==> config.mk <==
export PLATFORM = sky130hd
export DESIGN_NAME = tel_cell
export DESIGN_NICKNAME = d
export VERILOG_FILES = /design/src/hdl/tel_cell.sv
export SDC_FILE = /design/constraint.sdc
export NUM_CORES = 1
export LEC_CHECK = 0
export BUFFER_PORTS_ARGS = -buffer_cell sky130_fd_sc_hd__buf_2
export CAP_MARGIN = 40
export CORE_MARGIN = 2
export CORE_UTILIZATION = 36
export CTS_CLUSTER_SIZE = 30
export DETAILED_ROUTE_END_ITERATION = 7
export PLACE_DENSITY_LB_ADDON = 0.08
export REMOVE_ABC_BUFFERS = 1
export SYNTH_ARGS = -nofsm -noshare
export SYNTH_HDL_FRONTEND = slang
export SYNTH_SLANG_ARGS = --single-unit
==> constraint.sdc <==
create_clock -name clk_i -period 0.8 [get_ports clk_i]
set_input_delay 0.12 -clock clk_i [delete_from_list [all_inputs] [get_ports clk_i]]
set_output_delay 0.12 -clock clk_i [all_outputs]
set_load 0.05 [all_outputs]
==> src/hdl/tel_cell.sv <==
// One entry of the rotating event chain: valid bit, tag and due time.
module tel_cell #(
  parameter int unsigned TAG_BITS  = 8,
  parameter int unsigned TIME_BITS = 32
) (
  input  logic                 clk_i,
  input  logic                 rst_ni,
  input  logic                 shift_i,
  input  logic                 valid_i,
  input  logic [TAG_BITS-1:0]  tag_i,
  input  logic [TIME_BITS-1:0] tm_i,
  output logic                 valid_o,
  output logic [TAG_BITS-1:0]  tag_o,
  output logic [TIME_BITS-1:0] tm_o
);

  logic                 valid_q;
  logic [TAG_BITS-1:0]  tag_q;
  logic [TIME_BITS-1:0] tm_q;

  always_ff @(posedge clk_i or negedge rst_ni) begin
    if (!rst_ni) begin
      valid_q <= 1'b0;
    end else if (shift_i) begin
      valid_q <= valid_i;
    end
  end

  always_ff @(posedge clk_i) begin
    if (shift_i) begin
      tag_q <= tag_i;
      tm_q  <= tm_i;
    end
  end

  assign valid_o = valid_q;
  assign tag_o   = tag_q;
  assign tm_o    = tm_q;

endmodule

==> qor.csv <==
stage;metric;value;unit
logic_synthesis;Distinct cells, synth;3;
sta;count of pins over their slew limit;0;
floorplan;Die Span X;62.7;um
cts;worst-skew pair later-pin latency;0.33;ns
sta;setup TNS;-9.03;ns
drt;Post-DRT Antenna Nets;0;
worst_setup_path;worst r2r src;valid_o;
place;Placer Congestion;0.732;
status;outcome;finished, violations left;
floorplan;Core Region;3310;um2
floorplan;starting density of the core;37.5;%
finish;commonest non-fill, non-tap cell in the layout;buf_2;
sta;period utilisation layout;132;%
finish;Area growth, synth to finish;99.4;%
floorplan;Die Ht;62.7;um
worst_setup_path;Worst Path Arrival;0.93;ns
finish;leading cell types in the layout, fill and taps excluded;buf_2 (43), buf_6 (42), dlygate4sd3_1 (41);
sta;final setup margin;-0.252;ns
finish;post-route cell area;2470;um2
logic_synthesis;Synth Instances;42;
worst_setup_path;Worst Path Required;0.68;ns
power_and_ir_drop;worst-case vdd ir drop;1200;uV
worst_setup_path;slowest cell delay on critical path;0.42;ns
power_and_ir_drop;PD cells;1950;nW/um2
sta;relative slew slack;90.0;%
drt;routed wire length;3.00;mm
worst_setup_path;CP bufs+invs;1;
drt;Vias;916;
floorplan;Die ar.;3930;um2
worst_setup_path;CP endpoint kind;output port;
drt;DRT Pass-1 Iters;4;
cts;root buffer cell;clkbuf_4;
sta;f_max;951;MHz
finish;fin nets;221;
grt;initial antenna violation count;0;
worst_setup_path;CP top delay family;flip-flops;
finish;share of post-route cells with drive strength above 1;52.8;%
grt;vias in the first global route;991;
grt;GRT Overall Usage;16.7;%
worst_hold_path;Hold WC Path Type;in2reg;
cts;H-tree Lvls;2;
worst_setup_path;Crit Path Max Fanout;1;
sta;RSZ-0062 raised after global routing;true;
logic_synthesis;Seq cells post-synth;41;
drt;drt drc;0;
drt;1st-iter DRT viols;16;
worst_setup_path;slowest library cell on the worst path;edfxtp_1;
floorplan;row count;21;
logic_synthesis;mapped cell area;1240;um2
sta;final setup fails;42;
drt;Via density;4.09;
sta;fin crit period;1.05;ns
worst_setup_path;WS Path Type;reg2out;
sta;Max Clock Skew;0;ns
grt;first-pass GRT wire length;4.75;mm
worst_hold_path;Worst Hold Launch;valid_i;
worst_setup_path;startpoint types;flop;
place;post-place instance area;1750;um2
power_and_ir_drop;Leakage;1.05;nW
logic_synthesis;post-synthesis sequential area ratio;98.8;%
grt;gr ovfl total;0;
drt;routed length per placed instance;13.4;um
floorplan;I/O pins;85;
logic_synthesis;mean post-synth cell area;29.6;um2
grt;largest net degree at the start of global routing;29;
logic_synthesis;Yosys warning count;0;
cts;CTS buffer count;5;
finish;# diodes;0;
flow_run;Max-Cap Viols;0;
cts;clock transition at the registers of the reported paths;0.11;ns
cts;worst-case clock buffer depth;2;
sta;Slew @ Worst Pin;0.150;ns
worst_setup_path;Cell Chain, Critical Path;buf_6;
worst_setup_path;critical path launch point;tm_o[6];
cts;CTS Sinks;41;
cts;TritonCTS clock tree;built;
place;Port Buffers;84;
sta;Hold Vio Cnt, Final;0;
status;failing checks;negative setup slack;
-- path summary, 6_finish.rpt --
check | end | slack [ns] | depth (start not counted)
min | valid_o | 0.02 | 2
max | tm_o[6] | -0.25 | 1
min reg2reg | valid_o | 0.64 | 2
min in group asynchronous | valid_o | 0.10 | 2
max in group asynchronous | valid_o | 0.62 | 2
max reg2reg | valid_o | -0.09 | 2
-- cell type report --
type	count	area [um2]
clock buffer	5	37.5
clock inverter	3	12.5
fill	221	836
multi-input combinational	1	15.0
sequential	41	1230
tap	46	57.6
timing repair buffer	128	1130
-- power breakdown --
group / internal, W / switching [W] / total (W)
Sequential: 0.00255 / 0.0000817 / 0.00263
Clock: 0.000318 / 0.000589 / 0.000907
Combinational: 0.000536 / 0.000748 / 0.00128
Total: 0.00340 / 0.00142 / 0.00482
-- metal layers --
| metal | vias up | wire length [um] | GRT usage [%] |
|---|---|---|---|
| li1 | 440 | - | - |
| met3 | 6 | 202 | 5.59 |
| met1 | 418 | 1000 | 16.4 |
| met5 | - | 0 | 0 |
| met2 | 52 | 1750 | 32.4 |
| met4 | 0 | 42 | 5.28 |
-- kinds of logic after synthesis --
group	count (synthesis)	share of synthesized area, %
mux	1	1.21
flops	41	98.8
-- synthesized netlist by cell type --
| library cell | count | share of area (%) |
|---|---|---|
| dfrtp_1 | 1 | 2.0 |
| edfxtp_1 | 40 | 97 |
| mux2_4 | 1 | 1.2 |
-- repair_timing --
action,4_1_cts,5_1_grt
setup endpoints to repair,41,42
resized for setup,82,1
buffers inserted,0,1
endpoints found under the hold margin,41,0
hold buffers,41,0
-- through the flow --
stage	worst slack [ns]	hold slack (ns)	utilization, %	total power [W]	cells
floorplan	-0.194	-0.176	-	0.00325	42
global placement	0.00917	-0.104	52.8	0.00355	174
detailed placement	0.00141	-0.104	52.8	0.00355	174
CTS	-0.266	0.00147	74.4	0.00484	223
global route	-0.315	0.00240	74.8	0.00502	224
finish	-0.252	0.0195	74.8	0.00482	224
-- sequential cells by signal (all words and copies together), names as in the netlist --
signal   cells
valid_o      1
tag_o        8
tm_o        32
No activity file was read; power rests on OpenSTA's default activity.
